**src/rtl/pts_pkg.sv**
```systemverilog
package pts_pkg;

  localparam int MaxTasks = 16;
  localparam int IdxW     = $clog2(MaxTasks);
  localparam int CntW     = $clog2(MaxTasks + 1);

  typedef enum logic [2:0] {
    ACT_ADD      = 3'd0,
    ACT_GET      = 3'd1,
    ACT_SELECT   = 3'd2,
    ACT_COMPLETE = 3'd3,
    ACT_DISABLE  = 3'd4,
    ACT_ADVANCE  = 3'd5
  } action_t;

  localparam logic [1:0] ST_PENDING   = 2'd0;
  localparam logic [1:0] ST_RUNNING   = 2'd1;
  localparam logic [1:0] ST_COMPLETED = 2'd2;
  localparam logic [1:0] ST_DISABLED  = 2'd3;

  localparam logic [1:0] RES_OK            = 2'd0;
  localparam logic [1:0] RES_FULL          = 2'd1;
  localparam logic [1:0] RES_NOT_FOUND     = 2'd2;
  localparam logic [1:0] RES_NONE_ELIGIBLE = 2'd3;

  typedef struct packed {
    logic [31:0] task_id;
    logic [15:0] priority_v;
    logic [1:0]  state;
    logic [15:0] run_limit;
    logic [15:0] runs_done;
    logic [31:0] ready_tick;
  } entry_t;

  // Best-so-far token kept by the controller and updated at each scan step
  typedef struct packed {
    logic            found;
    logic [IdxW-1:0] idx;
    logic [15:0]     prio;
  } scan_t;

  // Command broadcast to every cell
  typedef struct packed {
    logic            wr;
    logic [IdxW-1:0] wr_idx;
    entry_t          wr_entry;
  } cell_cmd_t;

  typedef enum logic [1:0] {
    FSM_IDLE,
    FSM_SCAN,
    FSM_APPLY,
    FSM_OUT
  } fsm_t;

endpackage

```
**src/rtl/pts_if.sv**
```systemverilog
interface pts_in_if;
  logic        valid;
  logic        ready;
  logic [2:0]  action;
  logic [31:0] task_id;
  logic [15:0] priority_in;
  logic [1:0]  state_in;
  logic [15:0] max_runs_in;
  logic [15:0] runs_done_in;
  logic [31:0] ready_tick_in;
  logic [31:0] amount;
  logic [3:0]  entry_index;
  modport source (output valid, action, task_id, priority_in, state_in, max_runs_in,
                  runs_done_in, ready_tick_in, amount, entry_index, input ready);
  modport sink (input valid, action, task_id, priority_in, state_in, max_runs_in,
                runs_done_in, ready_tick_in, amount, entry_index, output ready);
endinterface

interface pts_out_if;
  logic        valid;
  logic        ready;
  logic [1:0]  status;
  logic [31:0] out_task_id;
  logic [15:0] out_priority;
  logic [1:0]  out_state;
  logic [15:0] out_max_runs;
  logic [15:0] out_runs_done;
  logic [31:0] out_ready_tick;
  logic [4:0]  entry_count;
  modport source (output valid, status, out_task_id, out_priority, out_state, out_max_runs,
                  out_runs_done, out_ready_tick, entry_count, input ready);
  modport sink (input valid, status, out_task_id, out_priority, out_state, out_max_runs,
                out_runs_done, out_ready_tick, entry_count, output ready);
endinterface

```
**src/rtl/pts_cell.sv**
```systemverilog
module pts_cell import pts_pkg::*; (
  input  logic            clk,
  input  logic [IdxW-1:0] my_idx,
  input  cell_cmd_t       cmd,
  input  entry_t          shift_in,
  input  logic            shift_en,
  output entry_t          entry
);

  entry_t entry_r;

  // Load on write, otherwise rotate towards the head while scanning
  always_ff @(posedge clk) begin
    if (cmd.wr && cmd.wr_idx == my_idx) begin
      entry_r <= cmd.wr_entry;
    end else if (shift_en) begin
      entry_r <= shift_in;
    end
  end

  assign entry = entry_r;

endmodule

```
**src/rtl/priority_task_scheduler_core.sv**
```systemverilog
// The result for add, get, advance and unused codes is built in the output state; select,
// mark completed and disable first scan the cell ring through one full rotation past the
// scan head, then update the found entry in the apply state.
// One item at a time: the next is taken only after the result has been accepted.
// Reset (rst_n, synchronous) clears the entry count, tick and control state only.
module priority_task_scheduler_core import pts_pkg::*; (
  input logic clk,
  input logic rst_n,
  pts_in_if.sink    in_ch,
  pts_out_if.source out_ch
);

  fsm_t              state_r, state_nxt;
  logic [CntW-1:0]   held_r, held_nxt;
  logic [31:0]       tick_r, tick_nxt;
  logic [IdxW-1:0]   step_r, step_nxt;
  scan_t             scan_r, scan_nxt;
  action_t           act_r;
  logic [2:0]        act_raw_r;
  entry_t            in_e_r;
  logic [31:0]       id_r, amount_r;
  logic [3:0]        gidx_r;
  logic              valid_r;
  logic [1:0]        status_r;
  entry_t            res_r;
  cell_cmd_t         cmd;
  entry_t            cells [MaxTasks];
  logic              shift_en;

  // Ring of cells: each passes its entry to the lower neighbour while scanning,
  // so the head cell sees entry k at scan step k (ring is restored after one full rotation).
  for (genvar g = 0; g < MaxTasks; g++) begin : g_cell
    pts_cell u_cell (
      .clk      (clk),
      .my_idx   (IdxW'(g)),
      .cmd      (cmd),
      .shift_in (cells[(g + 1) % MaxTasks]),
      .shift_en (shift_en),
      .entry    (cells[g])
    );
  end

  entry_t head;
  logic   head_live, head_elig, head_match;
  assign head       = cells[0];
  assign head_live  = {1'b0, step_r} < held_r;
  assign head_elig  = head.state == ST_PENDING &&
                      !(head.run_limit != 16'd0 && head.runs_done >= head.run_limit) &&
                      head.ready_tick <= tick_r;
  assign head_match = head.task_id == id_r;
  assign shift_en   = state_r == FSM_SCAN;

  assign in_ch.ready = state_r == FSM_IDLE && !valid_r;

  // Target of the apply step; the ring is back in place by then
  entry_t tgt, upd;
  logic [15:0] rd_inc;
  always_comb begin
    tgt    = cells[scan_r.idx];
    upd    = tgt;
    rd_inc = (tgt.runs_done != 16'hFFFF) ? tgt.runs_done + 16'd1 : tgt.runs_done;
    unique case (act_r)
      ACT_SELECT: upd.state = ST_RUNNING;
      ACT_COMPLETE: begin
        upd.runs_done = rd_inc;
        if (tgt.run_limit != 16'd0 && rd_inc >= tgt.run_limit) begin
          upd.state = ST_COMPLETED;
        end else begin
          upd.state      = ST_PENDING;
          upd.ready_tick = tick_r + amount_r;
        end
      end
      ACT_DISABLE: upd.state = ST_DISABLED;
      default: ;
    endcase
  end

  always_comb begin
    state_nxt = state_r;
    held_nxt  = held_r;
    tick_nxt  = tick_r;
    step_nxt  = step_r;
    scan_nxt  = scan_r;
    cmd       = '0;
    unique case (state_r)
      FSM_IDLE: begin
        if (in_ch.valid && in_ch.ready) begin
          step_nxt  = '0;
          scan_nxt  = '0;
          state_nxt = (in_ch.action == ACT_SELECT || in_ch.action == ACT_COMPLETE ||
                       in_ch.action == ACT_DISABLE) ? FSM_SCAN : FSM_OUT;
        end
      end
      FSM_SCAN: begin
        // Select keeps the strictly greater priority; lookups keep the first match
        if (head_live) begin
          if (act_r == ACT_SELECT) begin
            if (head_elig && (!scan_r.found || head.priority_v > scan_r.prio)) begin
              scan_nxt = '{found: 1'b1, idx: step_r, prio: head.priority_v};
            end
          end else if (head_match && !scan_r.found) begin
            scan_nxt = '{found: 1'b1, idx: step_r, prio: 16'd0};
          end
        end
        step_nxt = step_r + 1'b1;
        if (step_r == IdxW'(MaxTasks - 1)) state_nxt = FSM_APPLY;
      end
      FSM_APPLY: begin
        if (scan_r.found) begin
          cmd.wr       = 1'b1;
          cmd.wr_idx   = scan_r.idx;
          cmd.wr_entry = upd;
        end
        state_nxt = FSM_IDLE;
      end
      FSM_OUT: begin
        if (act_r == ACT_ADD && held_r < CntW'(MaxTasks)) begin
          cmd.wr       = 1'b1;
          cmd.wr_idx   = held_r[IdxW-1:0];
          cmd.wr_entry = in_e_r;
          held_nxt     = held_r + 1'b1;
        end
        if (act_r == ACT_ADVANCE && act_raw_r == 3'(ACT_ADVANCE)) begin
          tick_nxt = tick_r + amount_r;
        end
        state_nxt = FSM_IDLE;
      end
      default: state_nxt = FSM_IDLE;
    endcase
  end

  always_ff @(posedge clk) begin
    if (!rst_n) begin
      state_r <= FSM_IDLE;
      held_r  <= '0;
      tick_r  <= '0;
      valid_r <= 1'b0;
    end else begin
      state_r <= state_nxt;
      held_r  <= held_nxt;
      tick_r  <= tick_nxt;
      if (state_r == FSM_APPLY || state_r == FSM_OUT) begin
        valid_r <= 1'b1;
      end else if (out_ch.valid && out_ch.ready) begin
        valid_r <= 1'b0;
      end
    end
  end

  // Latch the item and build the result
  always_ff @(posedge clk) begin
    step_r <= step_nxt;
    scan_r <= scan_nxt;
    if (in_ch.valid && in_ch.ready) begin
      act_raw_r <= in_ch.action;
      act_r     <= (in_ch.action > 3'(ACT_ADVANCE)) ? ACT_ADVANCE : action_t'(in_ch.action);
      id_r      <= in_ch.task_id;
      amount_r  <= in_ch.amount;
      gidx_r    <= in_ch.entry_index;
      in_e_r    <= '{task_id: in_ch.task_id, priority_v: in_ch.priority_in,
                     state: in_ch.state_in, run_limit: in_ch.max_runs_in,
                     runs_done: in_ch.runs_done_in, ready_tick: in_ch.ready_tick_in};
    end
    if (state_r == FSM_APPLY) begin
      if (act_r == ACT_SELECT) begin
        status_r <= scan_r.found ? RES_OK : RES_NONE_ELIGIBLE;
        res_r    <= scan_r.found ? upd : '0;
      end else begin
        status_r <= scan_r.found ? RES_OK : RES_NOT_FOUND;
        res_r    <= '0;
      end
    end else if (state_r == FSM_OUT) begin
      if (act_r == ACT_GET) begin
        if ({1'b0, gidx_r} >= held_r || 5'(gidx_r) >= 5'(MaxTasks)) begin
          status_r <= RES_NOT_FOUND;
          res_r    <= '0;
        end else begin
          status_r <= RES_OK;
          res_r    <= cells[gidx_r[IdxW-1:0]];
        end
      end else begin
        status_r <= (act_r == ACT_ADD && held_r >= CntW'(MaxTasks)) ? RES_FULL : RES_OK;
        res_r    <= '0;
      end
    end
  end

  assign out_ch.valid          = valid_r;
  assign out_ch.status         = status_r;
  assign out_ch.out_task_id    = res_r.task_id;
  assign out_ch.out_priority   = res_r.priority_v;
  assign out_ch.out_state      = res_r.state;
  assign out_ch.out_max_runs   = res_r.run_limit;
  assign out_ch.out_runs_done  = res_r.runs_done;
  assign out_ch.out_ready_tick = res_r.ready_tick;
  assign out_ch.entry_count    = 5'(held_r);

  a_held_max: assert property (@(posedge clk) disable iff (!rst_n)
    held_r <= CntW'(MaxTasks)) else $error("entry count beyond capacity");
  a_held_step: assert property (@(posedge clk) disable iff (!rst_n)
    held_r != $past(held_r) |-> held_r == $past(held_r) + 1'b1)
    else $error("entry count moved by other than one");
  a_scan_len: assert property (@(posedge clk) disable iff (!rst_n)
    state_r == FSM_APPLY |-> $past(step_r) == IdxW'(MaxTasks - 1))
    else $error("apply before full rotation");
  a_busy: assert property (@(posedge clk) disable iff (!rst_n)
    state_r != FSM_IDLE |-> !in_ch.ready) else $error("ready while busy");

endmodule
```
**src/flat_wrapper.sv**
```systemverilog
// flat-port wrapper written by rule: the top's interface ports become plain ports
module priority_task_scheduler_core_flat import pts_pkg::*;
  (clk, rst_n, in_ch_valid, in_ch_action, in_ch_task_id, in_ch_priority_in, in_ch_state_in, in_ch_max_runs_in, in_ch_runs_done_in, in_ch_ready_tick_in, in_ch_amount, in_ch_entry_index, in_ch_ready, out_ch_valid, out_ch_status, out_ch_out_task_id, out_ch_out_priority, out_ch_out_state, out_ch_out_max_runs, out_ch_out_runs_done, out_ch_out_ready_tick, out_ch_entry_count, out_ch_ready);
  pts_in_if in_ch_i ();
  pts_out_if out_ch_i ();
  input logic clk;
  input logic rst_n;
  input wire logic [$bits(in_ch_i.valid)-1:0] in_ch_valid;
  input wire logic [$bits(in_ch_i.action)-1:0] in_ch_action;
  input wire logic [$bits(in_ch_i.task_id)-1:0] in_ch_task_id;
  input wire logic [$bits(in_ch_i.priority_in)-1:0] in_ch_priority_in;
  input wire logic [$bits(in_ch_i.state_in)-1:0] in_ch_state_in;
  input wire logic [$bits(in_ch_i.max_runs_in)-1:0] in_ch_max_runs_in;
  input wire logic [$bits(in_ch_i.runs_done_in)-1:0] in_ch_runs_done_in;
  input wire logic [$bits(in_ch_i.ready_tick_in)-1:0] in_ch_ready_tick_in;
  input wire logic [$bits(in_ch_i.amount)-1:0] in_ch_amount;
  input wire logic [$bits(in_ch_i.entry_index)-1:0] in_ch_entry_index;
  output wire logic [$bits(in_ch_i.ready)-1:0] in_ch_ready;
  output wire logic [$bits(out_ch_i.valid)-1:0] out_ch_valid;
  output wire logic [$bits(out_ch_i.status)-1:0] out_ch_status;
  output wire logic [$bits(out_ch_i.out_task_id)-1:0] out_ch_out_task_id;
  output wire logic [$bits(out_ch_i.out_priority)-1:0] out_ch_out_priority;
  output wire logic [$bits(out_ch_i.out_state)-1:0] out_ch_out_state;
  output wire logic [$bits(out_ch_i.out_max_runs)-1:0] out_ch_out_max_runs;
  output wire logic [$bits(out_ch_i.out_runs_done)-1:0] out_ch_out_runs_done;
  output wire logic [$bits(out_ch_i.out_ready_tick)-1:0] out_ch_out_ready_tick;
  output wire logic [$bits(out_ch_i.entry_count)-1:0] out_ch_entry_count;
  input wire logic [$bits(out_ch_i.ready)-1:0] out_ch_ready;
  assign in_ch_i.valid = in_ch_valid;
  assign in_ch_i.action = in_ch_action;
  assign in_ch_i.task_id = in_ch_task_id;
  assign in_ch_i.priority_in = in_ch_priority_in;
  assign in_ch_i.state_in = in_ch_state_in;
  assign in_ch_i.max_runs_in = in_ch_max_runs_in;
  assign in_ch_i.runs_done_in = in_ch_runs_done_in;
  assign in_ch_i.ready_tick_in = in_ch_ready_tick_in;
  assign in_ch_i.amount = in_ch_amount;
  assign in_ch_i.entry_index = in_ch_entry_index;
  assign in_ch_ready = in_ch_i.ready;
  assign out_ch_valid = out_ch_i.valid;
  assign out_ch_status = out_ch_i.status;
  assign out_ch_out_task_id = out_ch_i.out_task_id;
  assign out_ch_out_priority = out_ch_i.out_priority;
  assign out_ch_out_state = out_ch_i.out_state;
  assign out_ch_out_max_runs = out_ch_i.out_max_runs;
  assign out_ch_out_runs_done = out_ch_i.out_runs_done;
  assign out_ch_out_ready_tick = out_ch_i.out_ready_tick;
  assign out_ch_entry_count = out_ch_i.entry_count;
  assign out_ch_i.ready = out_ch_ready;
  priority_task_scheduler_core u_core (.clk(clk), .rst_n(rst_n), .in_ch(in_ch_i), .out_ch(out_ch_i));
endmodule
```
**config.mk**
```make
export PLATFORM = sky130hd
export DESIGN_NAME = priority_task_scheduler_core_flat
export DESIGN_NICKNAME = d
export VERILOG_FILES = /design/src/rtl/pts_pkg.sv /design/src/rtl/pts_if.sv /design/src/rtl/pts_cell.sv /design/src/rtl/priority_task_scheduler_core.sv /design/src/flat_wrapper.sv
export SDC_FILE = /design/constraint.sdc
export NUM_CORES = 2
export LEC_CHECK = 0
export BUFFER_PORTS_ARGS = -buffer_cell sky130_fd_sc_hd__buf_2
export CAP_MARGIN = 5
export CORE_ASPECT_RATIO = 0.5
export CORE_MARGIN = 3
export CORE_UTILIZATION = 35
export CTS_CLUSTER_SIZE = 25
export DETAILED_ROUTE_END_ITERATION = 10
export PLACE_DENSITY = 0.59
export SYNTH_ARGS = -nofsm -noshare
export SYNTH_HDL_FRONTEND = slang
export SYNTH_HIERARCHICAL = 1
export SYNTH_SLANG_ARGS = --single-unit
```
**constraint.sdc**
```tcl
create_clock -name clk -period 7.2 [get_ports clk]
set_input_delay 1.44 -clock clk [delete_from_list [all_inputs] [get_ports clk]]
set_output_delay 1.44 -clock clk [all_outputs]
set_load 0.01 [all_outputs]
```
==> reports/results.txt <==
# clock sinks: 2161
most used cell, CP: buf_12
worst path cell trace: buf_12 -> buf_4 -> buf_12 -> mux4_2 -> a22o_1 -> a221oi_1 -> buf_4 -> ha_1 -> nand4_1 -> nor2_1 -> o2111ai_1 -> o21ai_1 -> a21oi_4 -> buf_12 -> o211ai_1 -> mux2_2
CP top delay family: compound AO/OA/AOI/OAI gates
FF+latch count, synth: 2161
f_max: 145 MHz
clock-pin slew of the registers on the worst-case setup and hold paths: 0.06 ns
sequential share of the synthesized area: 52.3%
CTS tree: built
Crit path buffers/inverters: 5
Vias: 76843
Die Wd: 845 um
antenna-violating nets left: 0
Post-synth EDFFs: 2121
H-tree levels: 4
share of the synthesized area in the top cell type: 51.7%
layout cell share with drive strength beyond 1: 39.7%
Netlist cell types: 77
post-synthesis cell count: 7247
crit path kind: flop to flop
GR Layer Usage met3: 3.97%
Slew @ Worst Pin: 1.28 ns
Slew HR: 14.5%
CP arrival: 7.66 ns
vias in the first global route: 76616
clock share of power: 31.8%
unrepaired setup endpoints after global routing: false
Mapped Area: 123000 um^2
DRC: 0
Reg2Reg Setup Slack: 0.29 ns
starting density of the core: 35.3%
syn_area_per_cell: 17.0 um^2
GP Congestion: 0.827
Clock Tree Root: clkbuf_16
Layout Area Growth over Synthesis: 12.0%
fin util: 39.6%
I/O Buffers: 279
Comb pwr share: 23.9%
Initial DRC Count: 9564
Max Root-Sink Buffers: 4
Overflow after GRT: 0
Post-Route WL: 429000 um
setup TNS: 0 ns
setup bufs post-CTS: 0
fin cells: 12380
Reg power frac: 44.3%
Hold Crit Class: flop to flop
DR pass1 iterations: 8
Switching Fraction: 29.5%
CP max stage cell: a221oi_1
VDD IR max: 174 uV
CTS Buf Count: 228
grt peak-use layer: met2
switching pwr: 0.0111 W
largest net degree at the start of global routing: 114
drt wl/cell: 34.7 um
Most used DFF post-synth: edfxtp_1
worst endpoint required time: 7.95 ns
WHS: 0.482 ns
static leakage: 45.0 nW
count of pins over their slew limit: 0
Hold Vio Cnt, Final: 0
max_cap viols: 0
FFs w/ async S/R, synth: 0%
via/cell ratio: 6.21
min cycle time layout: 6.91 ns
met1 usage: 32.4%
Global Route Usage Sum: 23.2%
CP max stage delay: 0.98 ns
CP Launch Type: flop
post-synth top area cell: edfxtp_1
synth cell count leaders: edfxtp_1, mux4_2, mux2_2
crit path max fanout: 67
antenna violations before repair: 11
Int Power: 0.0266 W
core area: 349000 um^2
nets: 7828
CP Capture Type: flop
Final Skew: 0.0553 ns
top-count cell post-synth: edfxtp_1
Power Dens Cells: 273 nW/um^2
first-pass GRT wire length: 600000 um
period utilization: 96.0%
synth warn: 6
Setup Viol. Count Final: 0
outcome: complete, no violations
Placed Cells: 11969
Die Span Y: 426 um
clk_lat worst skew: 0.91 ns
Site Rows: 153
die area: 360000 um^2
Synth area leaders: edfxtp_1, mux4_2, mux2_2, mux2_1, ha_1
num ports: 280
GR met2 Demand/Resource: 36.9%
DP HPWL: 232000 um
layout by cell type (no fill, tap or decap), drive strengths merged, types with 13 or more instances in the layout:
cell    instances
a21oi          92
mux2         1829
a21o           41
a222oi         16
nor2           49
nand4          26
nand2b         13
xor2           50
nand3          30
o22ai          79
ha            121
nor3           18
edfxtp       2121
o21ai         150
dfxtp          40
clkinv        104
or2            19
buf           508
nand2         354
mux2i          43
conb           96
xnor2          51
mux4         1123
nor4           16
bufinv         23
clkbuf        272
a22o           21
inv           245
and2           25
nor4b          20
power by group through the flow:
stage                     combinational [W]  sequential [W]  clock, W
after floorplan                     0.00597          0.0166         0
after CTS                           0.00891          0.0167    0.0122
final                               0.00900          0.0167    0.0120
after global routing                0.00940          0.0169    0.0127
after detailed placement            0.00888          0.0169         0
after global placement              0.00882          0.0169         0
stage by stage:
stage                     setup WS [ns]  instance area [um^2]  power (W)
after global routing             0.0577                138000     0.0390
after floorplan                    1.16                124000     0.0225
after CTS                         0.210                138000     0.0378
final                             0.288                138000     0.0377
after global placement            0.260                131000     0.0257
after detailed placement          0.230                131000     0.0258
repair_timing:
action,in CTS,in global routing
hold buffers,0,0
setup endpoints to repair,0,352
gates resized for setup,0,23
registers in the layout (all words and copies together) (netlist names), 5 cells and up:
signal and flops:
u_core/amount_r 32, u_core/out_ch.out_task_id 32, u_core/g_cell.u_cell/entry 1824, u_core/out_ch.out_max_runs 16
u_core/out_ch.out_priority 16, u_core/out_ch.out_runs_done 16, u_core/out_ch.entry_count 5, u_core/scan_r 21
u_core/out_ch.out_ready_tick 32, u_core/tick_r 32, u_core/in_e_r 82, u_core/id_r 32
area by class of cell:
cell class | instances | area, um^2
Multi-Input combinational cell | 4406 | 55500
Sequential cell | 2161 | 64500
Timing Repair Buffer | 508 | 4050
Antenna cell | 3 | 7.51
Tap cell | 4650 | 5820
Clock buffer | 272 | 6000
Fill cell | 31743 | 211000
Clock inverter | 136 | 1280
Inverter | 244 | 923
cells by family after synthesis:
logic type      after synthesis  synth area share (%)
simple gates                608                  2.49
fa+ha+maj                   122                  1.24
compound gates              484                  2.47
other cells                   2               0.00609
flops                      2161                  52.3
mux                        2995                  37.6
xor+xnor                    101                 0.718
buf+inv                     774                  3.11
worst register-to-register path: cells and delay by family (launching register included):
kind / cells / cell delay, ns
AO/OA/AOI/OAI: 6 / 2.95
flip-flops: 1 / 0.39
adder cells (fa/ha/maj): 1 / 0.12
AND/OR/NAND/NOR: 2 / 0.32
buffers and inverters: 5 / 1.99
multiplexers: 2 / 1.00
final timing paths:
check | startpoint | end | cells after the start
max | u_core/scan_r[16] | u_core/g_cell[13].u_cell/entry[28] | 16
min | u_core/tick_r[21] | u_core/tick_r[21] | 2
max reg2reg | u_core/scan_r[16] | u_core/g_cell[13].u_cell/entry[28] | 16
min reg2reg | u_core/tick_r[21] | u_core/tick_r[21] | 2
metal layers:
layer | vias to the layer above | wire length [um]
met1 | 41451 | 176000
met4 | 2 | 16000
met2 | 4249 | 199000
met3 | 708 | 38400
li1 | 30433 | -
met5 | - | 13
Power figures use the tool's default switching activity.
